`config.mk`:
```
export PLATFORM = sky130hd
export DESIGN_NAME = pwm_co2_duty_to_ppm
export DESIGN_NICKNAME = d
export VERILOG_FILES = /design/src/hw/rtl/pcdp_pkg.sv /design/src/hw/rtl/pcdp_ctrl.sv /design/src/hw/rtl/pcdp_datapath.sv /design/src/hw/rtl/pwm_co2_duty_to_ppm.sv
export SDC_FILE = /design/constraint.sdc
export NUM_CORES = 2
export LEC_CHECK = 0
export ABC_AREA = 1
export ABC_CLOCK_PERIOD_IN_PS = 8900
export BUFFER_PORTS_ARGS = -buffer_cell sky130_fd_sc_hd__buf_2
export CAP_MARGIN = 0
export CORE_ASPECT_RATIO = 1.2
export CORE_MARGIN = 2
export CORE_UTILIZATION = 30
export CTS_BUF_LIST = sky130_fd_sc_hd__clkbuf_8
export DETAILED_ROUTE_END_ITERATION = 8
export HOLD_SLACK_MARGIN = 0.05
export SYNTH_ARGS = -nofsm -noshare
export SYNTH_HDL_FRONTEND = slang
export SYNTH_HIERARCHICAL = 1
export SYNTH_SLANG_ARGS = --single-unit
```
`constraint.sdc`:
```
create_clock -name clk -period 8.9 [get_ports clk]
set_input_delay 1.78 -clock clk [delete_from_list [all_inputs] [get_ports clk]]
set_output_delay 1.78 -clock clk [all_outputs]
set_load 0.01 [all_outputs]
```
`src/hw/rtl/pcdp_pkg.sv`:
```
package pcdp_pkg;

  localparam int FS_W      = 14;
  localparam int WARMUP_W  = 32;
  localparam int TIMEOUT_W = 21;
  localparam int MAXPPM_W  = 16;
  localparam int PPM_W     = 16;
  localparam int CFG_IDX_W = 3;
  localparam int CFG_DAT_W = 32;

  // Fixed sensor offsets: 2 ms of high time, 4 ms of period.
  localparam int HIGH_OFFSET   = 2000;
  localparam int PERIOD_OFFSET = 4000;

  localparam logic [CFG_IDX_W-1:0] REG_FULL_SCALE = 3'd0;
  localparam logic [CFG_IDX_W-1:0] REG_WARMUP     = 3'd1;
  localparam logic [CFG_IDX_W-1:0] REG_TIMEOUT    = 3'd2;
  localparam logic [CFG_IDX_W-1:0] REG_MAX_PPM    = 3'd3;

  localparam logic [FS_W-1:0]      RST_FULL_SCALE = 14'd2000;
  localparam logic [WARMUP_W-1:0]  RST_WARMUP     = 32'd180000000;
  localparam logic [TIMEOUT_W-1:0] RST_TIMEOUT    = 21'd1506000;
  localparam logic [MAXPPM_W-1:0]  RST_MAX_PPM    = 16'd2000;

  localparam logic       OP_TICK  = 1'b0;
  localparam logic       OP_START = 1'b1;

  localparam logic [1:0] ST_OK      = 2'd0;
  localparam logic [1:0] ST_WARMUP  = 2'd1;
  localparam logic [1:0] ST_TIMEOUT = 2'd2;
  localparam logic [1:0] ST_RANGE   = 2'd3;

  typedef struct packed {
    logic op;
    logic pin_level;
  } in_item_t;

  typedef struct packed {
    logic [PPM_W-1:0] ppm;
    logic [1:0]       status;
  } out_item_t;

  // controller -> datapath
  typedef struct packed {
    logic       tick;        // advance uptime, capture pin level
    logic       clr_counts;
    logic       wait_bump;
    logic       high_set1;
    logic       high_bump;
    logic       low_set1;
    logic       low_bump;
    logic       div_start;
    logic       div_step;
    logic       emit;        // load output with zero ppm and emit_status
    logic [1:0] emit_status;
    logic       emit_div;    // load output from the quotient
  } pcdp_cmd_t;

  // datapath -> controller
  typedef struct packed {
    logic warm;
    logic last_level;
    logic wait_exp;
    logic high_exp;
    logic low_exp;
    logic low1_exp;
    logic div_needed;    // denominator and numerator both positive
    logic div_last;
    logic out_valid;
  } pcdp_status_t;

endpackage

```
`src/hw/rtl/pcdp_ctrl.sv`:
```
module pcdp_ctrl (
  input  logic                   clk,
  input  logic                   rst,
  input  logic                   in_valid,
  input  pcdp_pkg::in_item_t     in_data,
  input  logic                   out_stall,
  output logic                   in_stall,
  input  pcdp_pkg::pcdp_status_t stat,
  output pcdp_pkg::pcdp_cmd_t    cmd
);
  import pcdp_pkg::*;

  typedef enum logic [5:0] {
    S_IDLE  = 6'b000001,
    S_ALIGN = 6'b000010,
    S_HIGH  = 6'b000100,
    S_LOW   = 6'b001000,
    S_DIV   = 6'b010000,
    S_FIN   = 6'b100000
  } state_t;

  state_t state, state_next;
  logic   out_blocked;
  logic   accept;
  logic   lvl;

  assign out_blocked = stat.out_valid && out_stall;
  assign in_stall    = (state == S_DIV) || (state == S_FIN) || out_blocked;
  assign accept      = in_valid && !in_stall;
  assign lvl         = in_data.pin_level;

  always_comb begin
    state_next = state;
    cmd        = '0;
    if (accept && in_data.op == OP_START) begin
      if (stat.warm) begin
        cmd.emit        = 1'b1;
        cmd.emit_status = ST_WARMUP;
        state_next      = S_IDLE;
      end else begin
        cmd.clr_counts = 1'b1;
        state_next     = S_ALIGN;
      end
    end else if (accept) begin
      cmd.tick = 1'b1;
      case (state)
        S_ALIGN: begin
          if (!stat.last_level && lvl) begin
            cmd.high_set1 = 1'b1;
            state_next    = S_HIGH;
          end else begin
            cmd.wait_bump = 1'b1;
            if (stat.wait_exp) begin
              cmd.emit        = 1'b1;
              cmd.emit_status = ST_TIMEOUT;
              state_next      = S_IDLE;
            end
          end
        end
        S_HIGH: begin
          if (lvl) begin
            cmd.high_bump = 1'b1;
            if (stat.high_exp) begin
              cmd.emit        = 1'b1;
              cmd.emit_status = ST_TIMEOUT;
              state_next      = S_IDLE;
            end
          end else begin
            cmd.low_set1 = 1'b1;
            if (stat.low1_exp) begin
              cmd.emit        = 1'b1;
              cmd.emit_status = ST_TIMEOUT;
              state_next      = S_IDLE;
            end else begin
              state_next = S_LOW;
            end
          end
        end
        S_LOW: begin
          if (!lvl) begin
            cmd.low_bump = 1'b1;
            if (stat.low_exp) begin
              cmd.emit        = 1'b1;
              cmd.emit_status = ST_TIMEOUT;
              state_next      = S_IDLE;
            end
          end else if (stat.div_needed) begin
            cmd.div_start = 1'b1;
            state_next    = S_DIV;
          end else begin
            cmd.emit        = 1'b1;
            cmd.emit_status = ST_RANGE;
            state_next      = S_IDLE;
          end
        end
        default: ;
      endcase
    end else begin
      case (state)
        S_DIV: begin
          cmd.div_step = 1'b1;
          if (stat.div_last) begin
            state_next = S_FIN;
          end
        end
        S_FIN: begin
          if (!out_blocked) begin
            cmd.emit_div = 1'b1;
            state_next   = S_IDLE;
          end
        end
        default: ;
      endcase
    end
  end

  always_ff @(posedge clk) begin
    if (rst) begin
      state <= S_IDLE;
    end else begin
      state <= state_next;
    end
  end

endmodule

```
`src/hw/rtl/pcdp_datapath.sv`:
```
module pcdp_datapath #(
  parameter int COUNT_BITS = 21
) (
  input  logic                                clk,
  input  logic                                rst,
  input  pcdp_pkg::in_item_t                  in_data,
  input  logic                                cfg_valid,
  input  logic [pcdp_pkg::CFG_IDX_W-1:0]      cfg_index,
  input  logic [pcdp_pkg::CFG_DAT_W-1:0]      cfg_data,
  input  logic                                out_stall,
  output logic                                out_valid,
  output pcdp_pkg::out_item_t                 out_data,
  input  pcdp_pkg::pcdp_cmd_t                 cmd,
  output pcdp_pkg::pcdp_status_t              stat
);
  import pcdp_pkg::*;

  localparam int CB  = COUNT_BITS;
  localparam int NW  = FS_W + CB;         // numerator / quotient width
  localparam int DW  = CB + 1;            // positive denominator width
  localparam int CW  = $clog2(NW);
  localparam int EW  = 33;                // common width for timeout compares
  localparam logic [CB-1:0] CMAX = {CB{1'b1}};

  // configuration
  logic [FS_W-1:0]      full_scale;
  logic [WARMUP_W-1:0]  warmup;
  logic [TIMEOUT_W-1:0] timeout;
  logic [MAXPPM_W-1:0]  max_ppm;

  // measurement state
  logic                last_level;
  logic [CB-1:0]       high_count, low_count, wait_count;
  logic [WARMUP_W-1:0] uptime;

  // divider
  logic [NW-1:0] num, quo;
  logic [DW-1:0] den;
  logic [DW-1:0] rem;
  logic [CW-1:0] cnt;

  logic [CB-1:0] wait_inc, high_inc, low_inc;
  logic [CB+1:0] den_full;
  logic [CB-1:0] th_off;
  logic [NW-1:0] num_start;
  logic [DW:0]   rem_sh;
  logic          sub_ok;
  logic          q_ok;

  function automatic logic [CB-1:0] bump(input logic [CB-1:0] c);
    bump = (c < CMAX) ? c + 1'b1 : c;
  endfunction

  function automatic logic expired(input logic [CB-1:0] c, input logic [TIMEOUT_W-1:0] t);
    expired = (EW'(c) > EW'(t)) || (c == CMAX);
  endfunction

  assign wait_inc = bump(wait_count);
  assign high_inc = bump(high_count);
  assign low_inc  = bump(low_count);

  assign den_full  = (CB+2)'(high_count) + (CB+2)'(low_count) - (CB+2)'(PERIOD_OFFSET);
  assign th_off    = high_count - CB'(HIGH_OFFSET);
  assign num_start = {{CB{1'b0}}, full_scale} * {{FS_W{1'b0}}, th_off};

  assign rem_sh = {rem, num[NW-1]};
  assign sub_ok = rem_sh >= {1'b0, den};
  assign q_ok   = (quo != '0) && (quo <= NW'(max_ppm));

  assign stat.warm       = uptime < warmup;
  assign stat.last_level = last_level;
  assign stat.wait_exp   = expired(wait_inc, timeout);
  assign stat.high_exp   = expired(high_inc, timeout);
  assign stat.low_exp    = expired(low_inc, timeout);
  assign stat.low1_exp   = expired(CB'(1), timeout);
  assign stat.div_needed = !den_full[CB+1] && (den_full != '0) &&
                           (high_count > CB'(HIGH_OFFSET)) && (full_scale != '0);
  assign stat.div_last   = cnt == CW'(NW-1);
  assign stat.out_valid  = out_valid;

  always_ff @(posedge clk) begin
    if (rst) begin
      full_scale <= RST_FULL_SCALE;
      warmup     <= RST_WARMUP;
      timeout    <= RST_TIMEOUT;
      max_ppm    <= RST_MAX_PPM;
    end else if (cfg_valid) begin
      case (cfg_index)
        REG_FULL_SCALE: full_scale <= cfg_data[FS_W-1:0];
        REG_WARMUP:     warmup     <= cfg_data[WARMUP_W-1:0];
        REG_TIMEOUT:    timeout    <= cfg_data[TIMEOUT_W-1:0];
        REG_MAX_PPM:    max_ppm    <= cfg_data[MAXPPM_W-1:0];
        default: ;
      endcase
    end
  end

  always_ff @(posedge clk) begin
    if (rst) begin
      last_level <= 1'b0;
      uptime     <= '0;
      high_count <= '0;
      low_count  <= '0;
      wait_count <= '0;
    end else begin
      if (cmd.tick) begin
        last_level <= in_data.pin_level;
        if (uptime != '1) begin
          uptime <= uptime + 1'b1;
        end
      end
      if (cmd.clr_counts) begin
        high_count <= '0;
        low_count  <= '0;
        wait_count <= '0;
      end
      if (cmd.wait_bump) wait_count <= wait_inc;
      if (cmd.high_set1) high_count <= CB'(1);
      if (cmd.high_bump) high_count <= high_inc;
      if (cmd.low_set1)  low_count  <= CB'(1);
      if (cmd.low_bump)  low_count  <= low_inc;
    end
  end

  // restoring divider, one quotient bit per cycle
  always_ff @(posedge clk) begin
    if (cmd.div_start) begin
      num <= num_start;
      den <= den_full[DW-1:0];
      rem <= '0;
      quo <= '0;
      cnt <= '0;
    end else if (cmd.div_step) begin
      num <= {num[NW-2:0], 1'b0};
      rem <= sub_ok ? DW'(rem_sh - {1'b0, den}) : rem_sh[DW-1:0];
      quo <= {quo[NW-2:0], sub_ok};
      cnt <= cnt + 1'b1;
    end
  end

  // output register
  always_ff @(posedge clk) begin
    if (rst) begin
      out_valid <= 1'b0;
    end else if (cmd.emit || cmd.emit_div) begin
      out_valid <= 1'b1;
    end else if (out_valid && !out_stall) begin
      out_valid <= 1'b0;
    end
  end

  always_ff @(posedge clk) begin
    if (cmd.emit) begin
      out_data.ppm    <= '0;
      out_data.status <= cmd.emit_status;
    end else if (cmd.emit_div) begin
      out_data.ppm    <= q_ok ? quo[PPM_W-1:0] : '0;
      out_data.status <= q_ok ? ST_OK : ST_RANGE;
    end
  end

endmodule

```
`src/hw/rtl/pwm_co2_duty_to_ppm.sv`:
```
// PWM duty-cycle CO2 decoder.
// Input channel (in_valid/in_stall/in_data): one transaction per microsecond
//   tick carrying the sampled pin level, or a start request (op = 1).
// Output channel (out_valid/out_stall/out_data): ppm and status, at most one
//   transaction per input transaction; a tick while idle gives none.
// Config channel (cfg_valid/cfg_ready/cfg_index/cfg_data): always ready;
//   index 0 full scale, 1 warmup, 2 timeout, 3 max ppm; write while idle.
// Throughput: one transaction per cycle while measuring, unless a held result
//   stalls the output. The tick that ends a measurement starts a restoring
//   divider (one quotient bit per cycle); input stalls until the result is loaded.
// Results: warmup, timeout and no-positive-numerator or denominator answers are
//   in the output register the cycle after the transaction; a reading that needs
//   the divide (ok, zero or above max ppm) is there once the divider finishes.
// Reset (rst, synchronous): config registers return to default values, uptime and
//   counts clear, the output empties, the decoder goes idle.
// Output stall: a held result keeps in_stall high until it is taken.
module pwm_co2_duty_to_ppm #(
  parameter int COUNT_BITS = 21
) (
  input  logic                           clk,
  input  logic                           rst,
  input  logic                           in_valid,
  output logic                           in_stall,
  input  pcdp_pkg::in_item_t             in_data,
  output logic                           out_valid,
  input  logic                           out_stall,
  output pcdp_pkg::out_item_t            out_data,
  input  logic                           cfg_valid,
  output logic                           cfg_ready,
  input  logic [pcdp_pkg::CFG_IDX_W-1:0] cfg_index,
  input  logic [pcdp_pkg::CFG_DAT_W-1:0] cfg_data
);
  import pcdp_pkg::*;

  pcdp_cmd_t    cmd;
  pcdp_status_t stat;

  // registers take writes in any cycle
  assign cfg_ready = 1'b1;

  // sequencing: phase tracking, request handling, divider control
  pcdp_ctrl u_ctrl (
    .clk       (clk),
    .rst       (rst),
    .in_valid  (in_valid),
    .in_data   (in_data),
    .out_stall (out_stall),
    .in_stall  (in_stall),
    .stat      (stat),
    .cmd       (cmd)
  );

  // counters, config registers, divider, output register
  pcdp_datapath #(
    .COUNT_BITS (COUNT_BITS)
  ) u_dp (
    .clk       (clk),
    .rst       (rst),
    .in_data   (in_data),
    .cfg_valid (cfg_valid),
    .cfg_index (cfg_index),
    .cfg_data  (cfg_data),
    .out_stall (out_stall),
    .out_valid (out_valid),
    .out_data  (out_data),
    .cmd       (cmd),
    .stat      (stat)
  );

endmodule
```
# After elaboration in Yosys (flattened, before gate mapping)
# Index checks and enable logic that the tools add are counted.
# totals
out_inout_bits	21
elab_cells	160
reg_bits	324
# op_classes
reduce_logical	36
n_mux	66
n_addsub	9
multipliers	1
magnitude_cmp	11
n_eq_ne	19
# ops
op	count
$mux W21	9
$mux W35	2
$mux W6	11
$add A21 B1 Y21 const B	3
$eq A21 B21 Y1 const B	3
$gt A21 B21 Y1	3
$lt A21 B21 Y1 const B	3
$le A35 B16 Y1	1
$mul A14 B21 Y35	1
$reduce_bool A35 Y1	1
$mux W3	11
$add A32 B1 Y32 const B	1
$lt A32 B32 Y1	1
$ne A32 B32 Y1 const B	1
$ge A23 B22 Y1	1
$reduce_bool A23 Y1	1
$sub A23 B12 Y23 const B	1
$add A21 B21 Y22	1
$mux W22	1
$sub A22 B22 Y22	1
$gt A1 B21 Y1 const A	1
$gt A21 B11 Y1 const B	1
$sub A21 B11 Y21 const B	1
$ne A5 B5 Y1 const B	4
29 further kinds	78

# Logic depth before layout (Yosys ltp)
# depth
ltp_word	13
ltp_mapped	34
depth_no_buf	33

# Cells and area by module
# The synthesis kept the hierarchy.
# by_module_without_submodules
mod	seq_area_each_um2	area_per_inst_um2	cells_per_inst	n_inst
pcdp_datapath	6956.7	29385.7	3990	1
pcdp_ctrl	120.1	701.9	114	1
pwm_co2_duty_to_ppm	0.0	11.3	2	1

# Worst setup path before layout
# No wires, ideal clock.
# synth_timing
path_type	register -> register
from	register u_dp.high_count[4]
to	register u_dp.num[27] (data pin)
path_stages_with_launch	33
setup_slack_ns	2.207
arrival_ns	6.439
t_required_ns	8.646
cell_sequence	dfxtp_1 buf_2 inv_2 ha_1 nor2_1 nand4_1 nand2_1 inv_1 nand2_1 inv_1 a31o_2 nand2_1 nor2_1 fa_1 inv_1 fa_1 inv_1 fa_1 fa_1 fa_1 inv_1 fa_1 inv_1 ha_1 a21oi_1 inv_1 a21oi_1 inv_1 a211oi_1 o211ai_1 or2_2 nand3_1 nand2_1
# synth_between
elab_chain_len	12
word_cells_on_any_way	16
cone_classes	3 x add/sub; 1 x mul; 1 x order compare; 6 x mux; 5 x reduce/logical
# synth_rtl
item	line	text
start, declared	pcdp_datapath.sv:33	logic [CB-1:0] high_count, low_count, wait_count;
start signal, assigned	pcdp_datapath.sv:119	if (cmd.high_bump) high_count <= high_inc;
$add A21 B21 Y22	pcdp_datapath.sv:62	assign den_full = (CB+2)'(high_count) + (CB+2)'(low_count) - (CB+2)'(PERIOD_OFFSET);
$sub A23 B12 Y23	pcdp_datapath.sv:62	
$reduce_bool A23 Y1 / $logic_not A1 Y1 (equally long branches)	pcdp_datapath.sv:76	assign stat.div_needed = !den_full[CB+1] && (den_full != '0) &&
$logic_and A1 B1 Y1 (2 in series)	pcdp_datapath.sv:76	
$logic_and A1 B1 Y1	pcdp_datapath.sv:77	(high_count > CB'(HIGH_OFFSET)) && (full_scale != '0);
$mux W1	pcdp_ctrl.sv:87	end else if (stat.div_needed) begin
$mux W1	pcdp_ctrl.sv:80	if (!lvl) begin
$mux W2	pcdp_ctrl.sv:46	case (state)
$mux W6	pcdp_ctrl.sv:44	end else if (accept) begin
$mux W7	pcdp_ctrl.sv:35	if (accept && in_data.op == OP_START) begin
$mux W35 (*)	pcdp_datapath.sv:127	if (cmd.div_start) begin
end signal, assigned	pcdp_datapath.sv:128	num <= num_start;
end signal, assigned	pcdp_datapath.sv:134	num <= {num[NW-2:0], 1'b0};
end, declared	pcdp_datapath.sv:37	logic [NW-1:0] num, quo;
# Mark *: on every way between the ends. The rest lies on a longest branch, timed or not.
# A chain may end at the register's enable or synchronous reset.

# Worst setup path in the final report
# Ends and elaborated chain as after synthesis.

==> Flow_metrics.wiki <==
{| class="wikitable"
! Metric !! Value
|-
| Crit path arrival time || 8.19 ns
|-
| Resized Gates After CTS || 0
|-
| Area inside the core boundary || 99,600 µm²
|-
| Number of stages on the worst setup path || 31
|-
| Multi-input logic area || 19,900 µm²
|-
| Most frequent cell on the critical path || inv_1
|-
| Later-pin clock latency in the skew report || 0.70 ns
|-
| Clock Path Buffers || 3
|-
| Top post-synthesis cells by area || dfxtp_1 (18%), fa_1 (15%), nand2_1 (12%)
|-
| Wire length of the first global-routing pass || 145,000 µm
|-
| Std-Cell Rows || 127
|-
| Sinks on Clock Net || 324
|-
| Net count of the finished layout || 4,665
|-
| Final Hold Fails || 0
|-
| Hold-fix buffers, CTS || 0
|-
| Leading post-synthesis cells by instance count || nand2_1 (983), inv_1 (687), nor2_1 (359), a21oi_1 (274), dfxtp_1 (265)
|-
| Clock root buffer || clkbuf_8
|-
| Total Power Consumption || 0.00607 W
|-
| Fraction of final layout cells with drive strength greater than 1 || 0.0775
|-
| Total routing resource utilization after global routing || 0.178
|-
| CP Data Required Time || 9.31 ns
|-
| Cell with the most instances after synthesis || nand2_1
|-
| Synthesis-to-layout area growth || 9.76%
|-
| Estimated wirelength of the detail-placed design || 72,000 µm
|-
| Quantity of I/O buffers inserted on ports || 61
|-
| Critical Path Max Stage Delay || 0.66 ns
|-
| Routability congestion estimate || 0.897
|-
| Post-Syn Area per Cell || 7.33 µm²
|-
| Buffers inserted by post-CTS timing repair || 0
|-
| Summed instance area of the synthesized netlist || 30,100 µm²
|-
| Worst Hold Depth || 2
|-
| Setup TNS || 0 ns
|-
| Die ar. || 103,000 µm²
|-
| Yosys warning total || 6
|-
| Worst path bufs/invs || 9
|-
| Total I/O pin count || 63
|-
| DRT antenna net count || 0
|-
| Synth cell types || 63
|-
| RSZ-0062 raised after global routing || no
|-
| Maximum vdd ir drop || 0.000175 V
|-
| Clock-pin slew of the registers on the worst-case setup and hold paths || 0.07 ns
|-
| Number of cells on the worst reg-to-reg path || 31
|-
| Highest clock rate || 129 MHz
|-
| Tightest Pin Transition || 1.13 ns
|-
| Routed WL || 89,800 µm
|-
| Startpoint class of the critical path || flip-flop
|-
| PD cells || 184 nW/µm²
|-
| DRC errors left || 0
|-
| Pin count of the biggest net entering global routing || 70
|-
| Yosys top cell area share || 0.176
|-
| Part of the cycle the worst path needs || 0.873
|-
| Initial antenna violation count || 3
|-
| Number of clock buffers inserted by TritonCTS || 56
|-
| Initial detailed-routing violation count || 1,601
|-
| Sequential area share after synthesis || 0.235
|-
| DR vias/cell || 4.86
|-
| Sequential cell area in the final layout || 7080 µm²
|-
| DR pass1 iterations || 5
|-
| Overflow left after global routing || 0
|-
| Cell type with the largest total area after synthesis || dfxtp_1
|-
| # Max-Cap Violations || 0
|-
| Mapped Nets || 4,638
|-
| Number of inserted filler cells in the final layout || 10,600
|-
| Clock skew || 0.0498 ns
|-
| Number of instances in the synthesized netlist || 4,106
|-
| Fin. max-slew vios || 0
|-
| Horiz. Die Dim || 293 µm
|-
| Synthesized flop and latch total || 324
|-
| Post-synth top flop || dfxtp_1
|-
| Initial cell density of the core || 0.302
|-
| Relative slew margins || 0.245
|-
| Vias in the first global route || 26,800
|-
| Worst min-delay path category || flip-flop to flip-flop
|-
| Count of flip-flops with a built-in enable after synthesis || 59
|-
| Setup crit end kind || flip-flop
|-
| Routed length per instance || 16.4 µm
|-
| Asr flop ratio synth || 0
|-
| Status || finished clean
|-
| DR vias || 26,600
|-
| Peak fanout along the critical path || 14
|-
| Family of cells with the greatest summed delay on the critical path || adder cells
|-
| Min cycle time layout || 7.77 ns
|-
| Number of levels the H-tree was split into || 2
|-
| Worst path slowest cell || dfxtp_1
|-
| Floorplan die height || 351 µm
|-
| Final-report setup violation count || 0
|-
| Leakage power summed over all cells || 15.9 nW
|-
| Category of the most critical setup path || flip-flop to flip-flop
|-
| TritonCTS clock tree || done
|}
[cells in the final DEF (no fill, tap or decap), drive strengths merged, types with 4 or more instances in the layout]
| master | synthesis | layout |
|---|---|---|
| nand3 | 117 | 117 |
| clkinv | 3 | 16 |
| o21a | 7 | 7 |
| clkbuf | 90 | 70 |
| nor4 | 27 | 27 |
| and2 | 4 | 4 |
| nand4 | 89 | 89 |
| xor2 | 67 | 67 |
| bufinv | 0 | 6 |
| a221oi | 4 | 4 |
| a22o | 16 | 16 |
| o22ai | 33 | 33 |
| xnor2 | 36 | 36 |
| nor2 | 394 | 394 |
| a211oi | 11 | 11 |
| inv | 709 | 723 |
| buf | 25 | 84 |
| nand3b | 9 | 9 |
| edfxtp | 59 | 59 |
| nand2 | 1012 | 1012 |
| a21o | 13 | 13 |
| a31oi | 21 | 21 |
| o21ai | 164 | 164 |
| o211ai | 38 | 38 |
| a21oi | 276 | 276 |
| nor3 | 78 | 78 |
| or2 | 15 | 15 |
| fa | 227 | 227 |
| ha | 263 | 263 |
| o21bai | 8 | 8 |
| dfxtp | 265 | 265 |
| nor3b | 5 | 5 |
[state kept, by name (all words and copies together), names as in the netlist]
register,cells
u_dp/uptime,32
u_dp/full_scale,14
u_dp/rem,22
u_dp/warmup,32
u_ctrl/state,6
u_dp/quo,35
u_dp/out_valid,1
u_dp/timeout,21
u_dp/high_count,21
u_dp/low_count,21
u_dp/last_level,1
u_dp/den,22
u_dp/cnt,6
u_dp/max_ppm,16
u_dp/out_data,18
u_dp/wait_count,21
u_dp/num,35
[cell families after synthesis]
family / count (synthesis) / share of synthesized area
other: 1 / 0.000125
buffers and inverters: 827 / 0.105
XOR/XNOR: 103 / 0.0310
AO/OA/AOI/OAI: 608 / 0.115
AND/OR/NAND/NOR: 1753 / 0.254
adder cells (fa/ha/maj): 490 / 0.260
flip-flops: 324 / 0.235
[path summary, 6_finish.rpt]
kind	startpoint	endpoint	slack [ns]
worst max-delay path	u_dp/high_count[4]	u_dp/num[27]	1.13
worst min-delay path	u_dp/warmup[28]	u_dp/warmup[28]	0.46
worst max register to register	u_dp/high_count[4]	u_dp/num[27]	1.13
worst min register to register	u_dp/warmup[28]	u_dp/warmup[28]	0.46
[tightest hold or removal path: cells and delay by family, from the launching register on]
family                 cells  cell delay, ns
buffers and inverters      1            0.06
DFF                        1            0.30
AOI/OAI and AO/OA          1            0.06
[through the flow]
stage | hold WS (ns) | setup WS, ns | util | std cells | cell area, µm²
after floorplan | 0.429 | 2.21 | - | 4106 | 30100
after global placement | 0.454 | 1.39 | 0.319 | 5365 | 31700
after detailed placement | 0.456 | 1.21 | 0.319 | 5365 | 31700
after CTS | 0.466 | 1.16 | 0.332 | 5468 | 33000
after global routing | 0.485 | 0.526 | 0.332 | 5470 | 33000
final | 0.464 | 1.13 | 0.332 | 5470 | 33000
[per-layer routing]
layer  vias to the layer above  track usage  share of wire  wire, µm
met2                       642        0.320           0.49     44200
li1                      13200            -              -         -
met3                       222       0.0251          0.045      4070
met1                     12500        0.201           0.40     35800
met5                         -            0        0.00012        11
met4                         2        0.104          0.063      5660
[area by class of cell]
cell class              count  share of cell area
diodes                      2            0.000151
clock buffers              70              0.0292
clock inverters            33             0.00985
inverters                 712              0.0809
multi-input cells        2955               0.602
flip-flops and latches    324               0.214
well taps                1290              0.0489
repair buffers             84              0.0145
[power breakdown]
group | internal, W | leakage (nW) | switching, W
logic | 0.00103 | 12.6 | 0.00169
clock network | 0.000890 | 0.717 | 0.000678
registers | 0.00166 | 2.67 | 0.000128
No activity file was read; power rests on OpenSTA's default activity.
